[config.mk]
export PLATFORM = sky130hd
export DESIGN_NAME = pan_tilt_slew_position_tracker_unit_flat
export DESIGN_NICKNAME = d
export VERILOG_FILES = /design/src/ptst_pkg.sv /design/src/ptst_if.sv /design/src/ptst_axis_est.sv /design/src/pan_tilt_slew_position_tracker_unit.sv /design/src/flat_wrapper.sv
export SDC_FILE = /design/constraint.sdc
export NUM_CORES = 2
export LEC_CHECK = 0
export BUFFER_PORTS_ARGS = -buffer_cell sky130_fd_sc_hd__buf_2
export CORE_ASPECT_RATIO = 1.25
export CORE_MARGIN = 5
export CORE_UTILIZATION = 37
export DETAILED_ROUTE_END_ITERATION = 12
export PLACE_DENSITY = 0.52
export SLEW_MARGIN = 5
export SYNTH_ARGS = -nofsm -noshare
export SYNTH_HDL_FRONTEND = slang
export SYNTH_HIERARCHICAL = 1
export SYNTH_SLANG_ARGS = --single-unit
[constraint.sdc]
create_clock -name clk -period 11 [get_ports clk]
set_clock_uncertainty 0.2 [all_clocks]
set_input_delay 0.55 -clock clk [delete_from_list [all_inputs] [get_ports clk]]
set_output_delay 0.55 -clock clk [all_outputs]
set_load 0.01 [all_outputs]
[src/ptst_pkg.sv]
// Shared constants and types for the pan/tilt slew position tracker.
`default_nettype none
package ptst_pkg;
	localparam int PRESET_SLOTS = 16;
	localparam int SLOT_W = (PRESET_SLOTS > 1) ? $clog2(PRESET_SLOTS) : 1;
	localparam int POS_W = 8;
	localparam int RATE_W = 8;
	localparam int ELAPSED_W = 18;
	localparam logic [ELAPSED_W-1:0] ELAPSED_MAX = '1;
	localparam int PROD_W = ELAPSED_W + RATE_W;
	localparam int SUM_W = PROD_W + 1;
	localparam int DIV_Y_W = SUM_W - 3;
	localparam int RCP_W = 25;
	localparam logic [RCP_W-1:0] RCP_MULT = 25'd17179870;
	localparam int RCP_SHIFT = 31;
	localparam int RCP_PROD_W = DIV_Y_W + RCP_W;
	localparam logic [SUM_W-1:0] ROUND_BIAS = SUM_W'(500);
	localparam logic [RATE_W-1:0] RATE_RESET = 8'd15;

	localparam logic [2:0] REQ_TICK   = 3'd0;
	localparam logic [2:0] REQ_GOTO   = 3'd1;
	localparam logic [2:0] REQ_PRESET = 3'd2;
	localparam logic [2:0] REQ_HOME   = 3'd3;
	localparam logic [2:0] REQ_STORE  = 3'd4;
	localparam logic [2:0] REQ_READ   = 3'd5;
	localparam logic [2:0] REQ_QUERY  = 3'd6;

	localparam logic [1:0] REG_PAN_RATE  = 2'd0;
	localparam logic [1:0] REG_TILT_RATE = 2'd1;
	localparam logic [1:0] REG_HOME_PAN  = 2'd2;
	localparam logic [1:0] REG_HOME_TILT = 2'd3;

	typedef struct packed {
		logic [POS_W-1:0]     goal;
		logic [POS_W-1:0]     start;
		logic [ELAPSED_W-1:0] elapsed;
	} axis_t;
endpackage
`default_nettype wire

[src/ptst_if.sv]
// Request and response channel interfaces of the tracker.
`default_nettype none
interface ptst_req_if;
	logic       valid;
	logic       ready;
	logic [2:0] req_type;
	logic [7:0] pan;
	logic [7:0] tilt;
	logic [7:0] index;
	modport source (output valid, req_type, pan, tilt, index, input ready);
	modport sink (input valid, req_type, pan, tilt, index, output ready);
endinterface

interface ptst_rsp_if;
	logic       valid;
	logic       ready;
	logic [7:0] pan_estimate;
	logic [7:0] tilt_estimate;
	logic [7:0] pan_target;
	logic [7:0] tilt_target;
	logic [7:0] read_pan;
	logic [7:0] read_tilt;
	logic       ok;
	modport source (output valid, pan_estimate, tilt_estimate, pan_target, tilt_target,
		read_pan, read_tilt, ok, input ready);
	modport sink (input valid, pan_estimate, tilt_estimate, pan_target, tilt_target,
		read_pan, read_tilt, ok, output ready);
endinterface
`default_nettype wire

[src/ptst_axis_est.sv]
// Two-stage slew interpolation of one axis: product, rounded divide by 1000, clamp.
`default_nettype none
module ptst_axis_est (
	input  wire logic                         clk,
	input  wire ptst_pkg::axis_t              axis,
	input  wire logic [ptst_pkg::RATE_W-1:0]  rate,
	output logic      [ptst_pkg::POS_W-1:0]   estimate
);
	import ptst_pkg::*;

	logic [PROD_W-1:0]     prod_s1;
	logic [ELAPSED_W-1:0]  move_s2;
	logic [SUM_W-1:0]      sum;
	logic [DIV_Y_W-1:0]    div_y;
	logic [RCP_PROD_W-1:0] rcp_prod;
	logic [POS_W-1:0]      distance;
	logic                  rising;

	always_ff @(posedge clk) begin
		prod_s1 <= PROD_W'(axis.elapsed) * PROD_W'(rate);
		move_s2 <= rcp_prod[RCP_SHIFT +: ELAPSED_W];
	end

	always_comb begin
		sum = {1'b0, prod_s1} + ROUND_BIAS;
		div_y = sum[SUM_W-1:3];
		rcp_prod = RCP_PROD_W'(div_y) * RCP_PROD_W'(RCP_MULT);
	end

	always_comb begin
		rising = axis.goal > axis.start;
		distance = rising ? axis.goal - axis.start : axis.start - axis.goal;
		if (axis.goal == axis.start || ELAPSED_W'(distance) <= move_s2) begin
			estimate = axis.goal;
		end else if (rising) begin
			estimate = axis.start + move_s2[POS_W-1:0];
		end else begin
			estimate = axis.start - move_s2[POS_W-1:0];
		end
	end
endmodule
`default_nettype wire

[src/pan_tilt_slew_position_tracker_unit.sv]
// Top level of the pan/tilt slew position tracker with its preset memory.
//
// A request beat on req_ch carries a tick, a goto, a preset recall, store or
// read, a home or a query; every request gives exactly one response beat on
// rsp_ch with both estimated positions, both servo targets, the preset read
// data and an ok flag. Rates and home positions must be written through the
// APB port only while idle; the block does not enforce this. Each request
// steps through ST_MUL, ST_RCP and ST_EST twice, passing through the
// estimator of each axis (multiply, then a reciprocal multiply for the divide
// by 1000) once before and once after the axis state is updated; the next
// request is accepted only once the block is back in ST_IDLE. Presets live in
// a synchronous memory whose read is issued when the request is accepted.
// Reset clears both axes, restores the rates to 15 and home to zero, and marks
// every preset slot empty so that it reads as zero; there is no clearing pass.
// A finished response waits in the output register while the receiver stalls;
// the block holds its last step until that register is free.
`default_nettype none
module pan_tilt_slew_position_tracker_unit (
	input  wire logic       clk,
	input  wire logic       arst_n,
	ptst_req_if.sink        req_ch,
	ptst_rsp_if.source      rsp_ch,
	input  wire logic       psel,
	input  wire logic       penable,
	input  wire logic       pwrite,
	input  wire logic [3:0] paddr,
	input  wire logic [31:0] pwdata,
	output logic      [31:0] prdata,
	output logic             pready
);
	import ptst_pkg::*;

	typedef enum logic [3:0] {
		ST_IDLE = 4'b0001,
		ST_MUL  = 4'b0010,
		ST_RCP  = 4'b0100,
		ST_EST  = 4'b1000
	} state_t;

	state_t state_q;
	logic   after_q;

	logic [RATE_W-1:0] pan_rate_q, tilt_rate_q;
	logic [POS_W-1:0]  home_pan_q, home_tilt_q;
	axis_t             pan_q, tilt_q;

	logic [2:0]        req_q;
	logic [POS_W-1:0]  pan_in_q, tilt_in_q;
	logic [SLOT_W-1:0] slot_q;
	logic              in_range_q;

	logic [2*POS_W-1:0] mem [PRESET_SLOTS];
	logic [2*POS_W-1:0] rdata_q;
	logic               rvalid_q;
	logic [PRESET_SLOTS-1:0] slot_valid_q;

	logic               rsp_valid_q;
	logic [POS_W-1:0]   rsp_pan_est_q, rsp_tilt_est_q, rsp_pan_tgt_q, rsp_tilt_tgt_q;
	logic [POS_W-1:0]   rsp_read_pan_q, rsp_read_tilt_q;
	logic               rsp_ok_q;

	logic [POS_W-1:0]   pan_est, tilt_est;
	logic [2*POS_W-1:0] entry;
	logic               req_fire, cfg_write, apply, finish, do_goto, mem_we, bad_index;
	logic [POS_W-1:0]   pan_tgt, tilt_tgt;
	logic [SLOT_W-1:0]  in_slot;
	logic               in_range;

	assign req_ch.ready = (state_q == ST_IDLE);
	assign req_fire = req_ch.valid && req_ch.ready;
	assign in_range = {1'b0, req_ch.index} < 9'(PRESET_SLOTS);
	assign in_slot = SLOT_W'(req_ch.index);
	assign pready = 1'b1;
	assign cfg_write = psel && penable && pwrite && pready;

	assign apply = (state_q == ST_EST) && !after_q;
	assign finish = (state_q == ST_EST) && after_q && (!rsp_valid_q || rsp_ch.ready);

	ptst_axis_est u_pan_est (
		.clk      (clk),
		.axis     (pan_q),
		.rate     (pan_rate_q),
		.estimate (pan_est)
	);

	ptst_axis_est u_tilt_est (
		.clk      (clk),
		.axis     (tilt_q),
		.rate     (tilt_rate_q),
		.estimate (tilt_est)
	);

	always_comb begin
		entry = rvalid_q ? rdata_q : '0;
		bad_index = !in_range_q &&
			(req_q == REQ_PRESET || req_q == REQ_STORE || req_q == REQ_READ);
		do_goto = 1'b0;
		pan_tgt = pan_in_q;
		tilt_tgt = tilt_in_q;
		case (req_q)
			REQ_GOTO: begin
				do_goto = 1'b1;
			end
			REQ_PRESET: begin
				do_goto = in_range_q;
				pan_tgt = entry[2*POS_W-1:POS_W];
				tilt_tgt = entry[POS_W-1:0];
			end
			REQ_HOME: begin
				do_goto = 1'b1;
				pan_tgt = home_pan_q;
				tilt_tgt = home_tilt_q;
			end
			default: begin
				do_goto = 1'b0;
			end
		endcase
		mem_we = apply && (req_q == REQ_STORE) && in_range_q;
	end

	always_ff @(posedge clk) begin
		if (mem_we) begin
			mem[slot_q] <= {pan_in_q, tilt_in_q};
		end
		if (req_fire) begin
			rdata_q <= mem[in_slot];
		end
	end

	always_ff @(posedge clk) begin
		if (req_fire) begin
			req_q <= req_ch.req_type;
			pan_in_q <= req_ch.pan;
			tilt_in_q <= req_ch.tilt;
			slot_q <= in_slot;
			in_range_q <= in_range;
		end
	end

	always_ff @(posedge clk or negedge arst_n) begin
		if (!arst_n) begin
			slot_valid_q <= '0;
			rvalid_q <= 1'b0;
		end else begin
			if (mem_we) begin
				slot_valid_q[slot_q] <= 1'b1;
			end
			if (req_fire) begin
				rvalid_q <= slot_valid_q[in_slot];
			end
		end
	end

	always_ff @(posedge clk or negedge arst_n) begin
		if (!arst_n) begin
			pan_rate_q <= RATE_RESET;
			tilt_rate_q <= RATE_RESET;
			home_pan_q <= '0;
			home_tilt_q <= '0;
		end else if (cfg_write) begin
			case (paddr[3:2])
				REG_PAN_RATE:  pan_rate_q <= pwdata[RATE_W-1:0];
				REG_TILT_RATE: tilt_rate_q <= pwdata[RATE_W-1:0];
				REG_HOME_PAN:  home_pan_q <= pwdata[POS_W-1:0];
				REG_HOME_TILT: home_tilt_q <= pwdata[POS_W-1:0];
				default:       pan_rate_q <= pan_rate_q;
			endcase
		end
	end

	always_comb begin
		case (paddr[3:2])
			REG_PAN_RATE:  prdata = 32'(pan_rate_q);
			REG_TILT_RATE: prdata = 32'(tilt_rate_q);
			REG_HOME_PAN:  prdata = 32'(home_pan_q);
			REG_HOME_TILT: prdata = 32'(home_tilt_q);
			default:       prdata = '0;
		endcase
	end

	always_ff @(posedge clk or negedge arst_n) begin
		if (!arst_n) begin
			state_q <= ST_IDLE;
			after_q <= 1'b0;
			pan_q <= '0;
			tilt_q <= '0;
		end else begin
			case (state_q)
				ST_IDLE: begin
					if (req_fire) begin
						state_q <= ST_MUL;
						after_q <= 1'b0;
					end
				end
				ST_MUL: begin
					state_q <= ST_RCP;
				end
				ST_RCP: begin
					state_q <= ST_EST;
				end
				ST_EST: begin
					if (!after_q) begin
						state_q <= ST_MUL;
						after_q <= 1'b1;
						if (req_q == REQ_TICK) begin
							if (pan_q.elapsed != ELAPSED_MAX) begin
								pan_q.elapsed <= pan_q.elapsed + ELAPSED_W'(1);
							end
							if (tilt_q.elapsed != ELAPSED_MAX) begin
								tilt_q.elapsed <= tilt_q.elapsed + ELAPSED_W'(1);
							end
						end
						if (do_goto && pan_tgt != pan_q.goal) begin
							pan_q <= '{goal: pan_tgt, start: pan_est, elapsed: '0};
						end
						if (do_goto && tilt_tgt != tilt_q.goal) begin
							tilt_q <= '{goal: tilt_tgt, start: tilt_est, elapsed: '0};
						end
					end else if (finish) begin
						state_q <= ST_IDLE;
					end
				end
				default: begin
					state_q <= ST_IDLE;
				end
			endcase
		end
	end

	always_ff @(posedge clk or negedge arst_n) begin
		if (!arst_n) begin
			rsp_valid_q <= 1'b0;
		end else if (finish) begin
			rsp_valid_q <= 1'b1;
		end else if (rsp_ch.ready) begin
			rsp_valid_q <= 1'b0;
		end
	end

	always_ff @(posedge clk) begin
		if (finish) begin
			rsp_pan_est_q <= pan_est;
			rsp_tilt_est_q <= tilt_est;
			rsp_pan_tgt_q <= pan_q.goal;
			rsp_tilt_tgt_q <= tilt_q.goal;
			rsp_ok_q <= !bad_index;
			if (req_q == REQ_READ && in_range_q) begin
				rsp_read_pan_q <= entry[2*POS_W-1:POS_W];
				rsp_read_tilt_q <= entry[POS_W-1:0];
			end else begin
				rsp_read_pan_q <= '0;
				rsp_read_tilt_q <= '0;
			end
		end
	end

	assign rsp_ch.valid = rsp_valid_q;
	assign rsp_ch.pan_estimate = rsp_pan_est_q;
	assign rsp_ch.tilt_estimate = rsp_tilt_est_q;
	assign rsp_ch.pan_target = rsp_pan_tgt_q;
	assign rsp_ch.tilt_target = rsp_tilt_tgt_q;
	assign rsp_ch.read_pan = rsp_read_pan_q;
	assign rsp_ch.read_tilt = rsp_read_tilt_q;
	assign rsp_ch.ok = rsp_ok_q;
endmodule
`default_nettype wire

[src/flat_wrapper.sv]
// flat-port wrapper written by rule: the top's interface ports become plain ports
module pan_tilt_slew_position_tracker_unit_flat import ptst_pkg::*;
  (clk, arst_n, psel, penable, pwrite, paddr, pwdata, prdata, pready, req_ch_valid, req_ch_req_type, req_ch_pan, req_ch_tilt, req_ch_index, req_ch_ready, rsp_ch_valid, rsp_ch_pan_estimate, rsp_ch_tilt_estimate, rsp_ch_pan_target, rsp_ch_tilt_target, rsp_ch_read_pan, rsp_ch_read_tilt, rsp_ch_ok, rsp_ch_ready);
  ptst_req_if req_ch_i ();
  ptst_rsp_if rsp_ch_i ();
  input  wire logic clk;
  input  wire logic arst_n;
  input  wire logic psel;
  input  wire logic penable;
  input  wire logic pwrite;
  input  wire logic [3:0] paddr;
  input  wire logic [31:0] pwdata;
  output logic      [31:0] prdata;
  output logic pready;
  input wire logic [$bits(req_ch_i.valid)-1:0] req_ch_valid;
  input wire logic [$bits(req_ch_i.req_type)-1:0] req_ch_req_type;
  input wire logic [$bits(req_ch_i.pan)-1:0] req_ch_pan;
  input wire logic [$bits(req_ch_i.tilt)-1:0] req_ch_tilt;
  input wire logic [$bits(req_ch_i.index)-1:0] req_ch_index;
  output wire logic [$bits(req_ch_i.ready)-1:0] req_ch_ready;
  output wire logic [$bits(rsp_ch_i.valid)-1:0] rsp_ch_valid;
  output wire logic [$bits(rsp_ch_i.pan_estimate)-1:0] rsp_ch_pan_estimate;
  output wire logic [$bits(rsp_ch_i.tilt_estimate)-1:0] rsp_ch_tilt_estimate;
  output wire logic [$bits(rsp_ch_i.pan_target)-1:0] rsp_ch_pan_target;
  output wire logic [$bits(rsp_ch_i.tilt_target)-1:0] rsp_ch_tilt_target;
  output wire logic [$bits(rsp_ch_i.read_pan)-1:0] rsp_ch_read_pan;
  output wire logic [$bits(rsp_ch_i.read_tilt)-1:0] rsp_ch_read_tilt;
  output wire logic [$bits(rsp_ch_i.ok)-1:0] rsp_ch_ok;
  input wire logic [$bits(rsp_ch_i.ready)-1:0] rsp_ch_ready;
  assign req_ch_i.valid = req_ch_valid;
  assign req_ch_i.req_type = req_ch_req_type;
  assign req_ch_i.pan = req_ch_pan;
  assign req_ch_i.tilt = req_ch_tilt;
  assign req_ch_i.index = req_ch_index;
  assign req_ch_ready = req_ch_i.ready;
  assign rsp_ch_valid = rsp_ch_i.valid;
  assign rsp_ch_pan_estimate = rsp_ch_i.pan_estimate;
  assign rsp_ch_tilt_estimate = rsp_ch_i.tilt_estimate;
  assign rsp_ch_pan_target = rsp_ch_i.pan_target;
  assign rsp_ch_tilt_target = rsp_ch_i.tilt_target;
  assign rsp_ch_read_pan = rsp_ch_i.read_pan;
  assign rsp_ch_read_tilt = rsp_ch_i.read_tilt;
  assign rsp_ch_ok = rsp_ch_i.ok;
  assign rsp_ch_i.ready = rsp_ch_ready;
  pan_tilt_slew_position_tracker_unit u_core (.clk(clk), .arst_n(arst_n), .req_ch(req_ch_i), .rsp_ch(rsp_ch_i), .psel(psel), .penable(penable), .pwrite(pwrite), .paddr(paddr), .pwdata(pwdata), .prdata(prdata), .pready(pready));
endmodule
* Yosys cells after proc, flatten, opt, wreduce, memory -nomap -nowiden
Memory sizes are Yosys's and may differ from the RTL's. A register that Yosys moved wholly into a read port is not among the register bits. Cells that the tools add are included. Widths: inputs -> output; s select.
Word-level totals: register bits after elaboration 284, latch bits 0, bits in writable memories 256, ROM bits 0, bits of input ports 70, output and inout bits 84, word-level logic and storage cells 150, memories 1
Memories:
- u_core.mem | depth 16, width 16, rd ports 1, clocked after Yosys merged registers in 1, wr ports 1, RTL line pan_tilt_slew_position_tracker_unit.sv:52 | logic [2*POS_W-1:0] mem [PRESET_SLOTS];
Cells by class: add/sub/neg operators 12, multiply operators 4, divide/modulo/power cells 0, order comparisons 8, equal/unequal tests 20, shift operators 0, multiplexer cells 31, bitwise gates (word level) 2, reduce and logical (&&, ||, !) cells 41
Operators with widths (number):
- $pmux 32 s4 | 1
- $mux 18 | 6
- $mul 24x24->48 const B | 2
- $add 26x9->27 const B | 2
- $mul 18x8->26 | 2
- $mux 8 | 6
- $sub 8x8->8 | 6
- $add 18x1->18 const B | 2
- $le 8x18->1 | 2
- $ne 18x18->1 const B | 2
- $pmux 8 s2 | 2
- $add 8x8->8 | 2
- $eq 8x8->1 | 2
- $gt 8x8->1 | 2
- $mux 16 | 1
- $ne 8x8->1 | 2
- $or 16x16->16 | 1
- $pmux 4 s4 | 1
- $logic_and 1x1->1 | 13
- $mux 4 | 3
- $reduce_and 2->1 | 6
- $reduce_bool 2->1 | 6
- $lt 4x5->1 const B | 2
- $lt 8x5->1 const B | 1
- other kinds (24) | 43

* Longest topological paths before layout
depth after elaboration 6, gate-level depth with buffers 33

* Hierarchy
The synthesis kept the hierarchy.
Modules (own cells, without submodules):
- pan_tilt_slew_position_tracker_unit | instances 1, cells each 1099, area each 19057.0 µm², seq. area each 13449.1 µm²
- ptst_axis_est (u_core.u_tilt_est) | instances 1, cells each 1713, area each 15817.7 µm², seq. area each 840.8 µm²
- ptst_axis_est (u_core.u_pan_est) | instances 1, cells each 1708, area each 15645.0 µm², seq. area each 840.8 µm²

* Least setup slack after synthesis
No wires, ideal clock.
path kind flip-flop to flip-flop, start point register u_core.u_tilt_est.prod_s1[6], end point register u_core.u_tilt_est.move_s2[9], library setup time 0.120 ns, data arrival time 8.060 ns, required time 10.680 ns, path slack 2.620 ns, stages on the path, launching flop included 32, path buffers 1, period minus slack after synthesis 8.380 ns, path through dfxtp_1 or4_1 nor3_2 nor2_1 and3_1 and3_1 nor2b_1 buf_2 nand3_1 xor2_1 inv_1 ha_1 xnor2_1 fa_1 nand2b_1 fa_1 inv_1 fa_1 fa_1 inv_1 fa_1 inv_1 ha_1 a21oi_1 o22ai_1 or4_4 a2111oi_4 a21boi_2 o41a_4 a31o_4 a21o_1 xor2_1
Between the ends: cells in the longest elaborated chain, start to end 2
RTL lines:
- start: declaration | RTL line ptst_axis_est.sv:11 | logic [PROD_W-1:0] prod_s1;
- start signal: assignment | RTL line ptst_axis_est.sv:20 | prod_s1 <= PROD_W'(axis.elapsed) * PROD_W'(rate);
- $add 26x9->27 | RTL line ptst_axis_est.sv:25 | sum = {1'b0, prod_s1} + ROUND_BIAS;
- $mul 24x24->48 | RTL line ptst_axis_est.sv:27 | rcp_prod = RCP_PROD_W'(div_y) * RCP_PROD_W'(RCP_MULT);
- named net u_core.u_tilt_est.rcp_prod[40] | RTL line ptst_axis_est.sv:15 | logic [RCP_PROD_W-1:0] rcp_prod;
- end signal: assignment | RTL line ptst_axis_est.sv:21 | move_s2 <= rcp_prod[RCP_SHIFT +: ELAPSED_W];
- end: declaration | RTL line ptst_axis_est.sv:12 | logic [ELAPSED_W-1:0] move_s2;
The timed path passes the listed nets, and every way through them passes these cells. A chain may end at the register's enable or synchronous reset.

* Worst setup path after layout
start point register u_core.u_pan_est.prod_s1[12], end point register u_core.u_pan_est.move_s2[9]
Between the ends: cells in the longest elaborated chain, start to end 2
RTL lines (RTL line):
- start: declaration | ptst_axis_est.sv:11
- start signal: assignment | ptst_axis_est.sv:20
- $add 26x9->27 | ptst_axis_est.sv:25
- $mul 24x24->48 | ptst_axis_est.sv:27
- named net u_core.u_pan_est.rcp_prod[40] | ptst_axis_est.sv:15
- end signal: assignment | ptst_axis_est.sv:21
- end: declaration | ptst_axis_est.sv:12
The timed path passes the listed nets, and every way through them passes these cells.

==> qor.txt <==
Status: finished clean
CP peak stage delay: 0.62 ns
# fillers: 13110
RSZ-0062 raised after global routing: no
Post-synthesis async set-or-reset flop share: 22.28%
Max clock buf depth: 3
Crit path DAT: 9.56 ns
Pin count of the biggest net entering global routing: 68
Clk Latency, worst-skew pair: 0.69 ns
Internal power: 0.005299 W
First-pass GRT wire length: 194800 um
EDFF count, synth: 345
Via count: 31940
Worst setup path startpoint: u_core/u_pan_est/prod_s1[12]$_DFF_P_
Synth Cell Area: 50520 um^2
Area share of the leading cell type in the synthesized netlist: 20.69%
Fin util: 40.91%
Slew Limit Fails: 0
Hold EP: u_core/slot_valid_q[6]$_DFFE_PN0P_
Worst reg-to-reg path cell count: 26
Hold Crit Class: flip-flop to flip-flop
Initial DRC Count: 1497
Critical-path top delay cell: xnor2_1
Min cycle time layout: 9.239 ns
Switching power: 0.003449 W
Share of cells above drive strength 1: 11.01%
P_leak: 26.52 nW
Sw frac: 39.43%
Area Overhead vs Synth: 9.862%
Detailed-route DRC error count: 0
Synth Warn #: 6
Cell mode on critical path: fa_1
Power share of the clock group: 23.3%
Power Dens Cells: 157.6 nW/um^2
Critical path peak fanout: 5
Critical path class: flip-flop to flip-flop
Peak Freq: 0.1082 GHz
TritonRoute pass-1 iters: 5
Hold bufs inserted after CTS: 32
Max Cap Violations: 0
Vias in the first global route: 34170
CTS tree: yes
Non-Filler Instances: 6494
PortBufs: 102
Post-DRT Antenna Nets: 0
Avg Vias per Cell: 4.919
Top Ports: 154
Post-Syn Instances: 4520
Critical Path RT: 11.32 ns
Worst-path clk slew: 0.06 ns
Tightest hold margin: 0.2607 ns
Std-Cell Rows: 151
Worst reg2reg endpoint: u_core/u_pan_est/move_s2[9]$_DFF_P_
Final nets: 5892
Final Hold Violating Endpoints: 0
Final setup margin: 1.761 ns
Final period utilization: 83.99%
Most instantiated cells after synthesis: 909 x inv_1, 618 x ha_1, 522 x fa_1
Clock sink total: 552
Gr usage total: 17.15%
Top_reg_cell synth: edfxtp_1
WHS Path Cells: 1
Maximum vdd drop: 159.5 uV
Register share of total power: 29.6%
Die Width: 340.5 um
Cell accounting for the most synthesized area: fa_1
Average size of a mapped cell: 11.18 um^2
CTS buffer count: 59
Initial Utilization: 37.24%
Actual slew at the worst max-slew pin: 1.205 ns
Root Buffer: clkbuf_16
Top area cells in the synthesized netlist: fa_1 21%, edfxtp_1 21%, ha_1 15%
WL final: 123000 um
# resized after CTS: 0
Die area: 144100 um^2
Hold Startpoint: u_core/slot_valid_q[6]$_DFFE_PN0P_
Slack of the worst reg-to-reg path: 1.76 ns
HPWL after DPL: 96410 um
Initial antenna violation count: 8
Placeable Area: 135700 um^2
Setup violators final: 0
H-tree depth: 2
Worst Setup End Kind: flip-flop
Pre-CTS WS: 1.764 ns
Postcts setup bufs: 0
Area of the multi-input gates: 31460 um^2
Startpoint types: flip-flop
Seq. cell area: 15130 um^2
Inst Count DP: 6348
Drt wl/cell: 18.94 um
Post-synthesis cell type count: 102
Register bit total from synthesis: 552
Slew HR: 19.69%
Gate power share: 47.1%
Count leader, synth: inv_1
Setup TNS: 0 ns
Seq/Total Area, Yosys: 29.95%
Final global-route overflow total: 0
GP Congestion: 0.8252
Worst R2R Start: u_core/u_pan_est/prod_s1[12]$_DFF_P_
Die H: 423.1 um
-- critical path, delay by kind of cell (launching register included) --
family / cells / cell delay, ns
fa+ha+maj: 7 / 3.27
simple gates: 7 / 1.96
compound gates: 5 / 1.81
xor+xnor: 3 / 1.02
buf+inv: 4 / 0.44
flops: 1 / 0.40
-- power groups by stage --
| stage | Clock [W] | Combinational, W | Sequential, W |
|---|---|---|---|
| 2_1_floorplan | 0 | 0.00319 | 0.00248 |
| 5_1_grt | 0.00220 | 0.00485 | 0.00260 |
| 4_1_cts | 0.00211 | 0.00424 | 0.00259 |
| 6_report | 0.00204 | 0.00412 | 0.00259 |
| 3_5_place_dp | 0 | 0.00418 | 0.00263 |
| 3_3_place_gp | 0 | 0.00412 | 0.00263 |
-- final cells by class --
class,count,share of cell area [%]
flip-flops and latches,552,27.26
repair buffers,191,2.284
clock inverters,28,0.5658
inverters,916,6.195
clock buffers,83,3.028
multi-input cells,2962,56.69
well taps,1759,3.965
diodes,3,0.01353
-- routing by layer --
layer | routed length, um | vias up | track usage (%) | part of all wire (%)
met4 | 2530 | 10 | 3.572 | 2.1
li1 | - | 15260 | - | -
met3 | 3721 | 122 | 1.852 | 3.0
met1 | 53280 | 16150 | 21.99 | 43
met2 | 63370 | 400 | 31.36 | 52
met5 | 60 | - | 0 | 0.049
-- layout by cell type, fill, tap and decap left out, drive strengths merged, types with 84 or more instances in the layout --
cell type,Yosys,final
a21oi,146,146
and2,158,158
buf,58,159
dfrtp,114,114
dfxtp,84,84
edfxtp,345,345
fa,522,522
ha,618,618
inv,915,917
mux4,93,93
nand2,276,276
nor2,151,151
o21ai,92,92
xnor2,168,168
-- flip-flops by register name (all words and copies together) (netlist names), 4 cells and up --
signal,flops
u_core/rsp_ch.read_pan,8
u_core/rsp_ch.pan_estimate,8
u_core/tilt_in_q,8
u_core/tilt_q,34
u_core/pan_q,34
u_core/u_pan_est/move_s2,18
u_core/mem,256
u_core/state_q,4
u_core/u_tilt_est/move_s2,18
u_core/home_pan_q,8
u_core/home_tilt_q,8
u_core/rsp_ch.tilt_estimate,8
u_core/tilt_rate_q,8
u_core/u_pan_est/prod_s1,24
u_core/pan_in_q,8
u_core/rsp_ch.tilt_target,8
u_core/slot_q,4
u_core/pan_rate_q,8
u_core/rsp_ch.read_tilt,8
u_core/rdata_q,16
u_core/u_tilt_est/prod_s1,24
u_core/slot_valid_q,16
u_core/rsp_ch.pan_target,8
-- through the flow --
step	power (W)	area [um^2]
after floorplan	0.005678	50610
after global placement	0.006747	53180
after detailed placement	0.006813	53180
after CTS	0.008938	55490
after global routing	0.009650	55490
final	0.008748	55500
-- worst max path at each step --
stage | to | slack [ns] | depth (start not counted)
finish | u_core/u_pan_est/move_s2[9]$_DFF_P_ | 1.76 | 26
global route | u_core/u_pan_est/move_s2[11]$_DFF_P_ | 1.15 | 26
CTS | u_core/u_pan_est/move_s2[9]$_DFF_P_ | 1.72 | 28
detailed placement | u_core/u_pan_est/move_s2[9]$_DFF_P_ | 1.76 | 26
global placement | u_core/u_pan_est/move_s2[9]$_DFF_P_ | 1.70 | 28
floorplan | u_core/u_tilt_est/move_s2[9]$_DFF_P_ | 2.62 | 31
-- logic make-up (layout without fill, tap and decap cells) --
group           Yosys count  after routing  share of synthesized area [%]
flops                   552            552                          29.95
buf+inv                1029           1218                          8.081
xor+xnor                233            233                          4.277
compound gates          482            482                          6.328
simple gates            888            888                          9.035
fa+ha+maj              1142           1142                          36.03
mux                     192            192                          6.281
other cells               2             28                        0.01487
(Power assumes the default switching activity.)
